$ cat config.mk
export PLATFORM = sky130hd
export DESIGN_NAME = cctq_ram
export DESIGN_NICKNAME = d
export VERILOG_FILES = /design/src/design/coalescing_can_tx_queue_top_macros.svh /design/src/design/cctq_ram.sv
export SDC_FILE = /design/constraint.sdc
export NUM_CORES = 1
export LEC_CHECK = 0
export ABC_AREA = 0
export BUFFER_PORTS_ARGS = -buffer_cell sky130_fd_sc_hd__buf_2
export CAP_MARGIN = 25
export CORE_UTILIZATION = 25
export CTS_BUF_LIST = sky130_fd_sc_hd__clkbuf_16
export DETAILED_ROUTE_END_ITERATION = 8
export PLACE_DENSITY = 0.51
export SETUP_SLACK_MARGIN = 0.4
export SLEW_MARGIN = 20
export SYNTH_ARGS = -nofsm -noshare
export SYNTH_HDL_FRONTEND = slang
export SYNTH_SLANG_ARGS = --single-unit
export TNS_END_PERCENT = 10
$ cat constraint.sdc
create_clock -name clk -period 13 [get_ports clk]
set_input_delay 1.95 -clock clk [delete_from_list [all_inputs] [get_ports clk]]
set_output_delay 1.95 -clock clk [all_outputs]
set_load 0.1 [all_outputs]
$ cat src/design/coalescing_can_tx_queue_top_macros.svh
// Assertion helpers used by the queue's controller RTL (cctq_ctrl.sv).
// Each macro expects signals named clk and rst_n in the scope where it is used.
`ifndef COALESCING_CAN_TX_QUEUE_TOP_MACROS_SVH
`define COALESCING_CAN_TX_QUEUE_TOP_MACROS_SVH

// Property checked on every rising edge while out of reset.
`define CCTQ_ASSERT(lbl, prop, msg) \
  lbl: assert property (@(posedge clk) disable iff (!rst_n) prop) \
    else $error(msg);

// Antecedent in one cycle implies the consequent in the next one.
`define CCTQ_ASSERT_NEXT(lbl, ante, cons, msg) \
  lbl: assert property (@(posedge clk) disable iff (!rst_n) (ante) |=> (cons)) \
    else $error(msg);

`endif

$ cat src/design/cctq_ram.sv
`default_nettype none

module cctq_ram #(
  parameter int WIDTH = 64,
  parameter int DEPTH = 16,
  localparam int AW = $clog2(DEPTH)
) (
  input  wire logic             clk,
  input  wire logic             we,
  input  wire logic [AW-1:0]    waddr,
  input  wire logic [WIDTH-1:0] wdata,
  input  wire logic             re,
  input  wire logic [AW-1:0]    raddr,
  output logic      [WIDTH-1:0] rdata
);

  logic [WIDTH-1:0] mem [DEPTH];
  logic [WIDTH-1:0] rdata_r;

  always_ff @(posedge clk) begin
    if (we) begin
      mem[waddr] <= wdata;
    end
  end

  always_ff @(posedge clk) begin
    if (re) begin
      rdata_r <= mem[raddr];
    end
  end

  assign rdata = rdata_r;

endmodule

`default_nettype wire

==> metrics.csv <==
metric;value;unit
status;finished clean;
worstSkewPairLatency;720;ps
coreArea;159000;sq um
die_w;403;microns
via_count;18100;
viasPerCell;4.43;
syn_nets;1722;
synth.avg_cell_area;24.4;sq um
critPathMaxFanout;107;
syn_to_final_growth;18.1;%
synthesis.area;40200;sq um
grt.total_usage;12.3;%
cp_top_family;buffers and inverters;
start_kind;primary input;
critPathMaxStageDelay;700;ps
nets;1928;
dieArea;162000;sq um
synth_warnings;0;
grt_pass1_vias;19400;
fmax;0.211;GHz
ant_nets;0;
nFillCells;15300;
antenna_found_initial;29;
ys.flop_type;edfxtp_1;
hold_path_class;reg2reg;
gp_routability_congestion;0.678;
rsz0062_at_grt;no;
clk_pin_slew;60;ps
skew;57.7;ps
power.static_leakage;14.8;nW
fin_crit_sh;36.5;%
wl_per_cell;24.5;microns
synth_edf_count;1088;
cp_slowest_cell;buf_12;
hold_buffers;0;
portBuffers;138;
critPathRequiredTime;13430;ps
grt-ovfl-total;0;
relSlewSlack;21.9;%
grt_pass1_wl;143;mm
met1_usage;16.3;%
synthArstFlopShare;0;%
cts_resized;0;
layout_commonest_cell;edfxtp_1;
syn_inst;1647;
finalSetupViolCount;0;
grt_use_met3;2.46;%
num_rows;146;
grt_max_degree;163;
ys_types;17;
crit_arrival;5180;ps
yosysSeqAreaShare;81.2;%
cts_made_buffers;113;
grt_util_met2;20.6;%
postCtsSetupRepairBufs;0;
drive_above_1_share;31.4;%
worstSetupPathType;in2reg;
first_pass_iters;7;
fin_tns_setup;0;ps
worst_slew_pin_slew;1170;ps
peakVddDrop;111;uV
maxCapViolCount;0;
finalCriticalPeriod;4740;ps
hpwl;52.0;mm
power.density;161;nW/um^2
cp_num_buf_inv;3;
finalWirelength;101;mm
fp.dieH;403;microns
p_total;0.00765;W
clock-root-buffer;clkbuf_16;
cts_tree;built;
end_kind;flop;
synth.ff_latch_count;1088;
io_pins;139;
grt.busiest_layer;met2;
drc_errors;0;
cp_cell_sequence;buf_8 -> buf_12 -> buf_6 -> mux4_2 -> a22oi_1 -> nand2_1;
cts_sinks;1088;
slew_viol_final;0;
h-tree-depth;3;
clockBufferDepth;3;
drt_iter0_markers;1719;
finalHoldViolCount;0;
start_util;25.3;%
mostFrequentLayoutCells;edfxtp_1 (1,088), mux4_2 (256), buf_2 (135);
==> layout make-up <==
class | count | area (sq um) | area share, %
tap | 2146 | 2690 | 5.65
clock buffer | 114 | 2850 | 6.01
sequential | 1088 | 32700 | 68.8
antenna | 7 | 17.5 | 0.0369
multi-input combinational | 475 | 7230 | 15.2
timing repair buffer | 175 | 1180 | 2.48
clock inverter | 95 | 843 | 1.78
==> cells in the mapped netlist (all sizes together) (2+ instances only) <==
master / count / area share [%]
a22oi: 128 / 2.4
buf: 48 / 0.79
clkbuf: 36 / 0.34
edfxtp: 1088 / 81
mux4: 256 / 14
nand2: 65 / 0.61
nand2b: 2 / 0.031
nand3b: 2 / 0.037
nor2: 13 / 0.12
nor2b: 2 / 0.031
nor3: 4 / 0.050
==> worst paths after layout <==
check,start,end,slack [ps],depth (start not counted)
worst max-delay path,raddr[0],rdata[29],8260,6
worst min register to register,mem[6][32],rdata[32],720,3
worst min-delay path,mem[6][32],rdata[32],720,3
worst max register to register,mem[2][59],rdata[59],11350,3
==> worst register-to-register path: cells and delay by family, from the launching register on <==
family / cells / cell delay [ps]
multiplexers: 1 / 470
flip-flops: 1 / 360
AO/OA/AOI/OAI: 1 / 330
AND/OR/NAND/NOR: 1 / 180
==> registers in the layout, summed over array words and instances, names as in the netlist <==
| register | flops |
|---|---|
| rdata | 64 |
| mem | 1024 |
==> report_power, final <==
group,switching (W),internal (W),leakage [nW],total [W]
Combinational,0.000328,0.000133,3.02,0.000461
Sequential,0.0000260,0.00395,9.89,0.00398
Clock,0.00136,0.00185,1.89,0.00321
==> logic make-up (layout without fill, tap and decap cells) <==
logic type / count (synthesis) / in the layout / synth area share, %
DFF: 1088 / 1088 / 81.2
muxes: 256 / 256 / 14.3
AOI/OAI and AO/OA: 128 / 128 / 2.39
and+or+nand+nor: 91 / 91 / 0.927
buffers and inverters: 84 / 384 / 1.12
other: 0 / 7 / 0
==> per-layer routing <==
layer,up-vias,part of all wire (%)
li1,7553,-
met1,9893,43
met2,521,49
met3,162,6.0
met4,14,1.9
met5,-,0.090
==> through the flow <==
stage               hold WS [ps]  utilization (%)  std cells  area [sq um]  setup WS [ps]
finish                       716             29.8       4100         47500           8260
floorplan                    710                -       1647         40200           5620
CTS                          725             29.8       4093         47500           7900
detailed placement           728             27.5       3884         43800           7110
global route                 749             29.8       4094         47500           7870
global placement             729             27.4       3876         43500           7150
No activity file was read; power rests on OpenSTA's default activity.
