[src/design/coalescing_can_tx_queue_top_macros.svh]
// Assertion helpers used by the queue's controller RTL (cctq_ctrl.sv).
// Each macro expects signals named clk and rst_n in the scope where it is used.
`ifndef COALESCING_CAN_TX_QUEUE_TOP_MACROS_SVH
`define COALESCING_CAN_TX_QUEUE_TOP_MACROS_SVH

// Property checked on every rising edge while out of reset.
`define CCTQ_ASSERT(lbl, prop, msg) \
  lbl: assert property (@(posedge clk) disable iff (!rst_n) prop) \
    else $error(msg);

// Antecedent in one cycle implies the consequent in the next one.
`define CCTQ_ASSERT_NEXT(lbl, ante, cons, msg) \
  lbl: assert property (@(posedge clk) disable iff (!rst_n) (ante) |=> (cons)) \
    else $error(msg);

`endif

[src/design/cctq_pkg.sv]
`default_nettype none

package cctq_pkg;

  localparam int HDR_W  = 64;
  localparam int ID_W   = 32;
  localparam int MODE_W = 32;
  localparam int LEN_W  = 7;
  localparam int WORD_W = 64;
  localparam int WORDS  = 8;
  localparam int WSEL_W = 3;
  localparam int STAT_W = 3;

  localparam logic [LEN_W-1:0] MAX_LEN = 7'd64;

  localparam logic OP_ADD = 1'b0;
  localparam logic OP_DEQ = 1'b1;

  localparam logic [STAT_W-1:0] ST_FULL     = 3'd0;
  localparam logic [STAT_W-1:0] ST_UPDATED  = 3'd1;
  localparam logic [STAT_W-1:0] ST_ENQUEUED = 3'd2;
  localparam logic [STAT_W-1:0] ST_EMPTY    = 3'd3;
  localparam logic [STAT_W-1:0] ST_DEQUEUED = 3'd4;

  typedef struct packed {
    logic              op;
    logic [HDR_W-1:0]  in_header;
    logic [MODE_W-1:0] in_mode;
    logic [LEN_W-1:0]  in_length;
    logic [WORD_W-1:0] in_word_0;
    logic [WORD_W-1:0] in_word_1;
    logic [WORD_W-1:0] in_word_2;
    logic [WORD_W-1:0] in_word_3;
    logic [WORD_W-1:0] in_word_4;
    logic [WORD_W-1:0] in_word_5;
    logic [WORD_W-1:0] in_word_6;
    logic [WORD_W-1:0] in_word_7;
  } in_item_t;

  typedef struct packed {
    logic [STAT_W-1:0] status;
    logic [HDR_W-1:0]  out_header;
    logic [MODE_W-1:0] out_mode;
    logic [LEN_W-1:0]  out_length;
    logic [WORD_W-1:0] out_word_0;
    logic [WORD_W-1:0] out_word_1;
    logic [WORD_W-1:0] out_word_2;
    logic [WORD_W-1:0] out_word_3;
    logic [WORD_W-1:0] out_word_4;
    logic [WORD_W-1:0] out_word_5;
    logic [WORD_W-1:0] out_word_6;
    logic [WORD_W-1:0] out_word_7;
  } out_item_t;

  // One entry of the key store: everything of a slot except its payload.
  typedef struct packed {
    logic [HDR_W-1:0]  hdr;
    logic [MODE_W-1:0] mode;
    logic [LEN_W-1:0]  len;
  } key_t;

  typedef struct packed {
    logic idle;
    logic res_valid;
  } ctrl_sts_t;

  function automatic logic [WORD_W-1:0] in_word(input in_item_t it,
                                                input logic [WSEL_W-1:0] w);
    logic [WORD_W-1:0] d;
    unique case (w)
      3'd0: d = it.in_word_0;
      3'd1: d = it.in_word_1;
      3'd2: d = it.in_word_2;
      3'd3: d = it.in_word_3;
      3'd4: d = it.in_word_4;
      3'd5: d = it.in_word_5;
      3'd6: d = it.in_word_6;
      3'd7: d = it.in_word_7;
    endcase
    return d;
  endfunction

  function automatic out_item_t put_word(input out_item_t r, input logic [WSEL_W-1:0] w,
                                         input logic [WORD_W-1:0] d);
    out_item_t o;
    o = r;
    unique case (w)
      3'd0: o.out_word_0 = d;
      3'd1: o.out_word_1 = d;
      3'd2: o.out_word_2 = d;
      3'd3: o.out_word_3 = d;
      3'd4: o.out_word_4 = d;
      3'd5: o.out_word_5 = d;
      3'd6: o.out_word_6 = d;
      3'd7: o.out_word_7 = d;
    endcase
    return o;
  endfunction

endpackage

`default_nettype wire

[src/design/cctq_ctrl.sv]
`default_nettype none
`include "coalescing_can_tx_queue_top_macros.svh"

module cctq_ctrl #(
  parameter int QUEUE_DEPTH = 16,
  localparam int IDX_W = $clog2(QUEUE_DEPTH),
  localparam int OCC_W = $clog2(QUEUE_DEPTH + 1),
  localparam int PAW = IDX_W + 3
) (
  input  wire logic                clk,
  input  wire logic                rst_n,
  input  wire logic                start,
  input  wire cctq_pkg::in_item_t  start_item,
  input  wire logic                res_ack,
  output cctq_pkg::ctrl_sts_t      sts,
  output cctq_pkg::out_item_t      res,
  output logic                     key_we,
  output logic [IDX_W-1:0]         key_waddr,
  output cctq_pkg::key_t           key_wdata,
  output logic                     key_re,
  output logic [IDX_W-1:0]         key_raddr,
  input  wire cctq_pkg::key_t      key_rdata,
  output logic                     pay_we,
  output logic [PAW-1:0]           pay_waddr,
  output logic [63:0]              pay_wdata,
  output logic                     pay_re,
  output logic [PAW-1:0]           pay_raddr,
  input  wire logic [63:0]         pay_rdata
);

  import cctq_pkg::*;

  localparam int CNT_W = 4;
  localparam logic [IDX_W-1:0] LAST_IDX  = IDX_W'(QUEUE_DEPTH - 1);
  localparam logic [OCC_W-1:0] FULL_OCC  = OCC_W'(QUEUE_DEPTH);
  localparam logic [CNT_W-1:0] LAST_READ = CNT_W'(WORDS);

  typedef enum logic [4:0] {
    S_IDLE   = 5'b00001,
    S_SEARCH = 5'b00010,
    S_WRITE  = 5'b00100,
    S_READ   = 5'b01000,
    S_DONE   = 5'b10000
  } state_t;

  state_t           state_r, state_nxt;
  in_item_t         item_r, item_nxt;
  out_item_t        res_r, res_nxt;
  logic [IDX_W-1:0] head_r, head_nxt;
  logic [IDX_W-1:0] tail_r, tail_nxt;
  logic [OCC_W-1:0] occ_r, occ_nxt;
  logic [IDX_W-1:0] rd_idx_r, rd_idx_nxt;
  logic [OCC_W-1:0] rd_left_r, rd_left_nxt;
  logic             pend_r, pend_nxt;
  logic [IDX_W-1:0] cmp_idx_r, cmp_idx_nxt;
  logic [IDX_W-1:0] slot_r, slot_nxt;
  logic             append_r, append_nxt;
  logic [CNT_W-1:0] cnt_r, cnt_nxt;

  logic              hit;
  logic [LEN_W-1:0]  base;
  logic [WORD_W-1:0] raw_word;
  logic [WORD_W-1:0] masked_word;
  logic [WSEL_W-1:0] rd_word;

  function automatic logic [IDX_W-1:0] next_idx(input logic [IDX_W-1:0] i);
    return (i == LAST_IDX) ? '0 : i + 1'b1;
  endfunction

  // Key compare against the entry read in the previous cycle.
  assign hit = pend_r && (key_rdata.hdr[ID_W-1:0] == item_r.in_header[ID_W-1:0]) &&
               (key_rdata.mode == item_r.in_mode);

  // Shared byte masker: keeps the bytes of the current word that lie below the length.
  assign base     = {1'b0, cnt_r[WSEL_W-1:0], 3'b000};
  assign raw_word = in_word(item_r, cnt_r[WSEL_W-1:0]);
  always_comb begin
    for (int b = 0; b < 8; b++) begin
      masked_word[8*b +: 8] = ((base + LEN_W'(b)) < item_r.in_length) ? raw_word[8*b +: 8]
                                                                        : 8'h00;
    end
  end

  assign rd_word = WSEL_W'(cnt_r - 4'd1);

  always_comb begin
    state_nxt   = state_r;
    item_nxt    = item_r;
    res_nxt     = res_r;
    head_nxt    = head_r;
    tail_nxt    = tail_r;
    occ_nxt     = occ_r;
    rd_idx_nxt  = rd_idx_r;
    rd_left_nxt = rd_left_r;
    pend_nxt    = pend_r;
    cmp_idx_nxt = cmp_idx_r;
    slot_nxt    = slot_r;
    append_nxt  = append_r;
    cnt_nxt     = cnt_r;

    key_we    = 1'b0;
    key_waddr = tail_r;
    key_wdata = '{hdr: item_r.in_header, mode: item_r.in_mode, len: item_r.in_length};
    key_re    = 1'b0;
    key_raddr = rd_idx_r;
    pay_we    = 1'b0;
    pay_waddr = {slot_r, cnt_r[WSEL_W-1:0]};
    pay_wdata = masked_word;
    pay_re    = 1'b0;
    pay_raddr = {head_r, cnt_r[WSEL_W-1:0]};

    unique case (state_r)
      S_IDLE: begin
        if (start) begin
          item_nxt = start_item;
          if (start_item.in_length > MAX_LEN) begin
            item_nxt.in_length = MAX_LEN;
          end
          res_nxt  = '0;
          cnt_nxt  = '0;
          pend_nxt = 1'b0;
          if (start_item.op == OP_ADD) begin
            rd_idx_nxt  = head_r;
            rd_left_nxt = occ_r;
            state_nxt   = S_SEARCH;
          end else if (occ_r == '0) begin
            res_nxt.status = ST_EMPTY;
            state_nxt      = S_DONE;
          end else begin
            state_nxt = S_READ;
          end
        end
      end

      S_SEARCH: begin
        // Reads run one slot ahead of the compare.
        if (rd_left_r != '0) begin
          key_re      = 1'b1;
          rd_idx_nxt  = next_idx(rd_idx_r);
          rd_left_nxt = rd_left_r - 1'b1;
          pend_nxt    = 1'b1;
          cmp_idx_nxt = rd_idx_r;
        end else begin
          pend_nxt = 1'b0;
        end
        if (hit) begin
          // The stored header and mode stay; only the key's length field is refreshed.
          key_we         = 1'b1;
          key_waddr      = cmp_idx_r;
          key_wdata      = '{hdr: key_rdata.hdr, mode: key_rdata.mode,
                             len: item_r.in_length};
          slot_nxt       = cmp_idx_r;
          append_nxt     = 1'b0;
          res_nxt.status = ST_UPDATED;
          state_nxt      = S_WRITE;
        end else if (rd_left_r == '0) begin
          if (occ_r == FULL_OCC) begin
            res_nxt.status = ST_FULL;
            state_nxt      = S_DONE;
          end else begin
            key_we         = 1'b1;
            key_waddr      = tail_r;
            slot_nxt       = tail_r;
            append_nxt     = 1'b1;
            res_nxt.status = ST_ENQUEUED;
            state_nxt      = S_WRITE;
          end
        end
      end

      S_WRITE: begin
        pay_we = 1'b1;
        if (cnt_r[WSEL_W-1:0] == 3'd7) begin
          if (append_r) begin
            tail_nxt = next_idx(tail_r);
            occ_nxt  = occ_r + 1'b1;
          end
          state_nxt = S_DONE;
        end else begin
          cnt_nxt = cnt_r + 4'd1;
        end
      end

      S_READ: begin
        if (cnt_r != LAST_READ) begin
          pay_re = 1'b1;
        end
        if (cnt_r == '0) begin
          key_re    = 1'b1;
          key_raddr = head_r;
        end else begin
          res_nxt = put_word(res_r, rd_word, pay_rdata);
        end
        if (cnt_r == LAST_READ) begin
          res_nxt.status     = ST_DEQUEUED;
          res_nxt.out_header = key_rdata.hdr;
          res_nxt.out_mode   = key_rdata.mode;
          res_nxt.out_length = key_rdata.len;
          head_nxt           = next_idx(head_r);
          occ_nxt            = occ_r - 1'b1;
          state_nxt          = S_DONE;
        end else begin
          cnt_nxt = cnt_r + 4'd1;
        end
      end

      S_DONE: begin
        if (res_ack) begin
          state_nxt = S_IDLE;
        end
      end

      default: begin
        state_nxt = S_IDLE;
      end
    endcase
  end

  always_ff @(posedge clk) begin
    if (!rst_n) begin
      state_r <= S_IDLE;
      head_r  <= '0;
      tail_r  <= '0;
      occ_r   <= '0;
      pend_r  <= 1'b0;
    end else begin
      state_r <= state_nxt;
      head_r  <= head_nxt;
      tail_r  <= tail_nxt;
      occ_r   <= occ_nxt;
      pend_r  <= pend_nxt;
    end
  end

  always_ff @(posedge clk) begin
    item_r    <= item_nxt;
    res_r     <= res_nxt;
    rd_idx_r  <= rd_idx_nxt;
    rd_left_r <= rd_left_nxt;
    cmp_idx_r <= cmp_idx_nxt;
    slot_r    <= slot_nxt;
    append_r  <= append_nxt;
    cnt_r     <= cnt_nxt;
  end

  assign sts.idle      = (state_r == S_IDLE);
  assign sts.res_valid = (state_r == S_DONE);
  assign res           = res_r;

  `CCTQ_ASSERT(a_empty_ptrs, (occ_r == '0) |-> (head_r == tail_r), "empty queue with split pointers")
  `CCTQ_ASSERT(a_read_nonempty, (state_r == S_READ) |-> (occ_r != '0), "dequeue from empty queue")
  `CCTQ_ASSERT_NEXT(a_start_busy, start && sts.idle, state_r != S_IDLE, "accepted item was dropped")
  `CCTQ_ASSERT_NEXT(a_done_hold, (state_r == S_DONE) && !res_ack, (state_r == S_DONE) && $stable(res_r), "pending result lost")

endmodule

`default_nettype wire

[config.mk]
export PLATFORM = sky130hd
export DESIGN_NAME = cctq_ctrl
export DESIGN_NICKNAME = d
export VERILOG_FILES = /design/src/design/cctq_pkg.sv /design/src/design/cctq_ctrl.sv
export VERILOG_INCLUDE_DIRS = /design/src /design/src/design
export SDC_FILE = /design/constraint.sdc
export NUM_CORES = 1
export LEC_CHECK = 0
export ABC_CLOCK_PERIOD_IN_PS = 26800
export BUFFER_PORTS_ARGS = -buffer_cell sky130_fd_sc_hd__buf_2
export CORE_AREA = 4 4 626 628
export DETAILED_ROUTE_END_ITERATION = 12
export DIE_AREA = 0 0 630 632
export GPL_TIMING_DRIVEN = 0
export PLACE_DENSITY = 0.31
export SYNTH_ARGS = -nofsm -noshare
export SYNTH_HDL_FRONTEND = slang
export SYNTH_SLANG_ARGS = --single-unit
[constraint.sdc]
create_clock -name clk -period 26.8 [get_ports clk]
set_clock_uncertainty 0.1 [all_clocks]
set_input_delay 2.68 -clock clk [delete_from_list [all_inputs] [get_ports clk]]
set_output_delay 2.68 -clock clk [all_outputs]
set_load 0.01 [all_outputs]
==> reports/qor.tcl, run 1 <==
set qor(run_status) {finished, final reports clean}
set qor(cts_buffers) 166
set qor(power_switching_uw) 2940
set qor(drt-initial-drc-count) 2221
set qor(cts_setup_buffers) 0
set qor(synth_async_sr_flop_share_pct) 0
set qor(clockPowerShare_pct) 29.5
set qor(antenna_left) 0
set qor(worst_setup_path_start_kind) {flop}
set qor(worstPathMaxFanout) 10
set qor(hpwl_mm) 231
set qor(path_clk_slew_ns) 0.06
set qor(cpPeakStageDelay_ns) 0.95
set qor(detail_route.wl_per_cell_um) 29.3
set qor(yosys_register_bits) 1274
set qor(timing.final.max_slew_violations) 0
set qor(synth-seq-area-share_pct) 82.5
set qor(ios) 1600
set qor(layout-drive-gt1-share_pct) 47.8
set qor(die_h_um) 632
set qor(synth.net_count) 3264
set qor(netSwitchingFraction_pct) 37.4
set qor(vdd.ir_drop.worst_v) 0.0000600
set qor(overall_via_count_from_detail_route) 31189
set qor(router_iterations_before_antenna_repair) 8
set qor(number_of_hold_violations_in_the_final_report) 0
set qor(vias_per_cell) 3.23
set qor(worst_path_setup_slack_after_routing_ns) 17.07
set qor(postPlaceCellArea_um2) 61900
set qor(worstPathArrival_ns) 6.95
set qor(die_w_um) 630
set qor(initial_core_util_pct) 12.0
set qor(clk_latency_ns) 0.85
set qor(internal-power_uw) 4930
set qor(floorplan.core_area_um2) 385000
set qor(yosys.area_share.xor_xnor_pct) 1.25
set qor(synth_most_common_cell) {edfxtp_1}
set qor(clock_path_buffers) 4
set qor(port-buffer-count) 1599
set qor(unrepaired_setup_endpoints_after_global_routing) {no}
set qor(tritoncts) {done}
set qor(yosys.area.top_type) {edfxtp_1}
set qor(syn-instance-count) 2456
set qor(synth.area.mux_share_pct) 4.07
set qor(areaGrowthSynthToFinish_pct) 46.4
set qor(gp_routability_congestion) 0.812
set qor(residual_overflow_from_global_routing) 0
set qor(adder_cell_fraction_of_synth_area_pct) 0.585
set qor(pwr_density_cell_nw_per_um2) 117
set qor(synth-edff-count) 1255
set qor(fraction_of_the_mapped_netlist_area_in_compound_gates_pct) 3.94
set qor(synth_cell_type_count) 65
set qor(finalSetupTns_ns) 0
set qor(num-fill-cells) 42263
set qor(synthesis.area_um2) 46200
set qor(timing.final.crit_share_pct) 36.3
set qor(ys_dominant_reg_cell) {edfxtp_1}
set qor(setup.worst_path.start) {cnt_r[2]}
set qor(leakagePower_uw) 0.0256
set qor(worstReg2RegStart) {state_r[1]}
set qor(max_slew.worst_pin.slew_ns) 1.31
set qor(timing.critical_path.mode_cell) {clkbuf_2}
set qor(wirelength_mm) 283
set qor(crit_required_ns) 24.02
set qor(share_comb_of_total_power_pct) 32.0
set qor(vias_in_the_first_global_route) 32417
set qor(power.sequential.fraction_pct) 38.5
set qor(hp-start) {tail_r[3]}
set qor(yosys_top_cell_area_share_pct) 81.6
set qor(overall_global_routing_resource_usage_pct) 13.5
set qor(timing.critical_path.slowest_stage_cell) {a222oi_1}
set qor(drv_cap) 0
set qor(end_kind) {output port}
set qor(slew_headroom_pct) 12.6
set qor(maximum_number_of_pins_on_one_net_before_global_route_repair) 127
set qor(syn_area_per_cell_um2) 18.8
set qor(min_path_type) {flop to flop}
set qor(dp_worst_setup_slack_ns) 17.13
set qor(multiInputGateArea_um2) 7340
set qor(clock_sink_count) 1274
set qor(layout.nets) 5083
set qor(synth_area_leaders) {edfxtp_1 (82%), mux2_2 (3.0%), and3_1 (2.3%)}
set qor(ys_warnings) 0
set qor(cts_resized) 0
set qor(post-route-cell-area_um2) 67600
set qor(register_area_um2) 38100
set qor(h_tree_depth_reported_by_cts) 4
set qor(cts_root_buf) {clkbuf_16}
set qor(die-area_um2) 398000
set qor(final_util_pct) 17.5
set qor(grt_first_pass_wirelength_mm) 355
set qor(row_count) 228
set qor(post_cts_hold_buffer_count) 0
set qor(synth_top_family_by_area) {simple AND/OR/NAND/NOR gates}
set qor(synth_common_cells) {edfxtp_1 (1255), and3_1 (167), clkbuf_1 (162)}
set qor(ff2ff_setup_slack_ns) 21.36
set qor(yosys.area_share.simple_pct) 5.79
set qor(crit_family) {buffers and inverters}
set qor(maxClockFrequency_mhz) 103
set qor(post-route-drc-count) 0
set qor(fin_crit_ns) 9.73
set qor(crit_buf_inv) 7
set qor(finalSetupViolations) 0
set qor(cp_cell_sequence) {clkbuf_2, clkbuf_1, clkbuf_2, inv_1, ha_1, clkbuf_2, clkbuf_1, a222oi_1, nand3_1, a21oi_1, nor2_1, buf_2}
set qor(whs_ns) 0.461
set qor(timing.setup.critical_path_class) {flop to output port}
set qor(antenna_found_initial) 223
-- state kept, by name, summed over array words and instances (netlist names) --
signal	count
pend_r	1
rd_idx_r	4
state_r	5
rd_left_r	5
cnt_r	4
slot_r	4
head_r	4
tail_r	4
res	618
occ_r	5
cmp_idx_r	4
item_r	615
append_r	1
-- stage by stage --
stage / total power [µW] / instances
finish: 7870 / 9653
global route: 8290 / 9600
CTS: 8170 / 9579
detailed placement: 5770 / 9281
global placement: 6070 / 9230
floorplan: 4180 / 2456
-- cells by family (layout without fill, tap and decap cells) --
group | after synthesis | count (layout)
simple gates | 511 | 511
buf+inv | 206 | 2155
xor+xnor | 66 | 66
other cells | 0 | 73
fa+ha+maj | 21 | 21
compound gates | 220 | 220
mux | 158 | 158
flops | 1274 | 1274
-- power by group through the flow --
stage / clock network, µW / logic, µW / registers, µW
2_1_floorplan: 0 / 840 / 3340
3_3_place_gp: 0 / 2520 / 3540
3_5_place_dp: 0 / 2690 / 3080
4_1_cts: 2420 / 2700 / 3050
5_1_grt: 2490 / 2720 / 3070
6_report: 2320 / 2520 / 3030
-- layout by cell type, fill, tap and decap left out, drive strengths merged, types with 4 or more instances in the layout --
cell,count
buf,1674
edfxtp,1255
clkbuf,360
and3,167
nand2,152
mux2,152
diode,73
nor2,73
a222oi,67
clkinv,61
xnor2,54
a221oi,45
inv,31
a21oi,26
nor2b,25
bufinv,21
ha,20
dfxtp,19
o21ai,18
a41oi,17
nand4,15
nand3,14
a22oi,13
xor2,12
and2,10
nor3,10
nand2b,9
or3,8
a21o,8
clkinvlp,8
mux2i,6
nor3b,6
nor4,4
nand4b,4
o31ai,4
o21a,4
-- tightest hold or removal path, stage by stage (launching register included) --
cell	delay [ns]
dfxtp_1	0.35
o21ai_0	0.08
a21boi_0	0.07
-- path summary, 6_finish.rpt --
path,to,cells after the start
max,pay_wdata[57],12
min,tail_r[3],2
max reg2reg,res[115],10
min reg2reg,tail_r[3],2
-- layer usage --
layer | share of wire, % | vias to the layer above | GRT usage [%]
li1 | - | 13426 | -
met1 | 35 | 15830 | 14.1
met2 | 56 | 1386 | 26.9
met3 | 6.8 | 459 | 3.57
met4 | 2.3 | 88 | 2.67
met5 | 0.20 | - | 0
-- final cells by class --
class	count	area share (%)
plain buffers	185	1.21
repair buffers	1651	13.4
clock buffers	198	6.39
well taps	5175	9.58
inverters	21	0.128
diodes	73	0.270
clock inverters	100	1.77
multi-input cells	976	10.9
flip-flops and latches	1274	56.3
Note: power is estimated with default switching activity, not from simulation.
==> run 2, diff against run 1 <==
- ABC_CLOCK_PERIOD_IN_PS: 26800 -> 8200
- PLACE_DENSITY: 0.31 -> 0.32
- clock period: 26.8 -> 8.2 ns (I/O delays scaled with it)
==> run 2 against run 1 <==
Against the previous run:
- hold slack worse by 0.36 ns
- non-clock buffer count grew 548
- worst setup slack worse by 16 ns
- sequential share of layout area shrank 4.4 points
- die area unchanged
- critical path type unchanged
- critical endpoint is now pay_wdata[48]
- largest cell class unchanged
==> reports/qor.tcl, run 2 (synthesis results as in run 1) <==
set qor(run_status) {finished, final reports clean}
set qor(multiInputGateArea_um2) 7360
set qor(leakagePower_uw) 0.0281
set qor(row_count) 228
set qor(globalRoute.busiestLayer) {met2}
set qor(max_slew.worst_pin.slew_ns) 1.28
set qor(crit_buf_inv) 6
set qor(tritoncts) {done}
set qor(maximum_number_of_pins_on_one_net_before_global_route_repair) 44
set qor(grt_first_pass_wirelength_mm) 366
set qor(overall_via_count_from_detail_route) 33243
set qor(die_w_um) 630
set qor(layout.nets) 5635
set qor(die_h_um) 632
set qor(layout-drive-gt1-share_pct) 43.0
set qor(die-area_um2) 398000
set qor(timing.critical_path.slowest_stage_cell) {clkbuf_2}
set qor(unrepaired_setup_endpoints_after_global_routing) {no}
set qor(globalRouteMet1Util_pct) 14.2
set qor(finalSetupViolations) 0
set qor(detail_route.wl_per_cell_um) 28.5
set qor(residual_overflow_from_global_routing) 0
set qor(cts_resized) 0
set qor(vias_per_cell) 3.26
set qor(vdd.ir_drop.worst_v) 0.000168
set qor(hpwl_mm) 239
set qor(initial_core_util_pct) 12.0
set qor(worst_setup_path_start_kind) {flop}
set qor(vias_in_the_first_global_route) 34992
set qor(num-fill-cells) 41858
set qor(drv_cap) 0
set qor(cts_buffers) 170
set qor(cp_cell_sequence) {clkbuf_2, clkbuf_2, inv_1, ha_1, or4_1, nor2_2, buf_8, clkbuf_1, nand2_1, a41oi_1, buf_2}
set qor(clock_sink_count) 1274
set qor(drt-initial-drc-count) 2146
set qor(post-route-drc-count) 0
set qor(register_area_um2) 38100
set qor(report.power.total_uw) 26300
set qor(worstPathMaxFanout) 19
set qor(fin_crit_ns) 7.52
set qor(finalSetupTns_ns) 0
set qor(h_tree_depth_reported_by_cts) 4
set qor(port-buffer-count) 1599
set qor(largest_register_ffs) 618
set qor(post-route-cell-area_um2) 73400
set qor(number_of_hold_violations_in_the_final_report) 0
set qor(end_kind) {output port}
set qor(layout_common_cells) {buf_2 (1599), edfxtp_1 (1255), dlygate4sd3_1 (531)}
set qor(router_iterations_before_antenna_repair) 7
set qor(antenna_found_initial) 115
set qor(cts_root_buf) {clkbuf_16}
set qor(ios) 1600
set qor(cpPeakStageDelay_ns) 0.79
set qor(groute.layer.met3.usage_pct) 2.93
set qor(clk_latency_ns) 0.84
set qor(crit_family) {buffers and inverters}
set qor(postPlaceCellArea_um2) 62200
set qor(areaGrowthSynthToFinish_pct) 58.9
set qor(floorplan.core_area_um2) 385000
set qor(timing.critical_path.mode_cell) {clkbuf_2}
set qor(timing.setup.critical_path_class) {flop to output port}
set qor(cts_setup_buffers) 0
set qor(groute.layer.met2.usage_pct) 28.4
set qor(slew_headroom_pct) 14.4
set qor(wirelength_mm) 290
set qor(timing.final.max_slew_violations) 0
set qor(overall_global_routing_resource_usage_pct) 13.9
set qor(crit_required_ns) 7.28
set qor(path_clk_slew_ns) 0.06
set qor(gp_routability_congestion) 0.825
set qor(min_path_type) {input pin to flop}
set qor(pwr_density_cell_nw_per_um2) 359
set qor(antenna_left) 0
set qor(clock_path_buffers) 4
set qor(maxClockFrequency_mhz) 133
set qor(layout_commonest_cell) {buf_2}
set qor(timing.final.crit_share_pct) 91.7
set qor(worstPathArrival_ns) 6.60
## run 2: changes by cell type in the layout (fill, tap and decap cells not counted), sizes merged
cell,change
clkinv,+3
diode,-21
clkinvlp,-2
clkbuf,+7
bufinv,+2
buf,+18
dlygate4sd3,+531
inv,-2
## run 2: path summary, 6_finish.rpt
kind                   start            end  slack, ns  cells past startpoint
max                 cnt_r[2]  pay_wdata[48]       0.68                     11
min          start_item[460]    item_r[460]       0.10                      1
max reg2reg         cnt_r[0]       res[190]       3.13                     10
min reg2reg      rd_idx_r[1]   cmp_idx_r[1]       0.44                      0
## run 2: power breakdown
part / internal [µW] / switching, µW / total, µW
Sequential: 9230 / 728 / 9950
Combinational: 2720 / 5860 / 8580
Clock: 4640 / 3170 / 7810
Total: 16600 / 9750 / 26300
## run 2: routing by layer
layer / up-vias / share of wire, %
met3: 358 / 5.8
met5: - / 0.048
met2: 1396 / 57
li1: 14512 / -
met1: 16955 / 35
met4: 22 / 2.2
## run 2: cell type report
cell class | instances | share of cell area (%)
multi-input combinational | 976 | 10.0
clock buffer | 206 | 6.10
clock inverter | 101 | 1.70
antenna | 52 | 0.177
timing repair buffer | 2200 | 20.1
sequential | 1274 | 51.9
tap | 5175 | 8.83
buffer | 184 | 1.11
inverter | 21 | 0.113
## run 2: stage by stage
step	std cells	worst slack (ns)	utilization, %	hold slack (ns)
after floorplan	2456	-4.34	-	0.363
after global placement	9230	-13.69	15.7	0.424
after detailed placement	9300	0.375	16.1	0.435
after CTS	10137	0.178	19.0	0.000168
after global routing	10163	0.296	19.0	0.0280
final	10189	0.682	19.0	0.104
## run 2: worst register-to-register path, stage by stage (launching register included)
cell      delay, ns
edfxtp_1       0.66
inv_1          0.27
ha_1           0.17
clkbuf_2       0.48
clkbuf_2       0.79
clkbuf_1       0.71
a21oi_1        0.23
nor2_4         0.56
buf_12         0.31
buf_12         0.24
buf_12         0.21
## run 2: timing repair
action                                 CTS  global route
hold buffers                           531             0
setup endpoints to repair               26             0
endpoints found under the hold margin  531             0
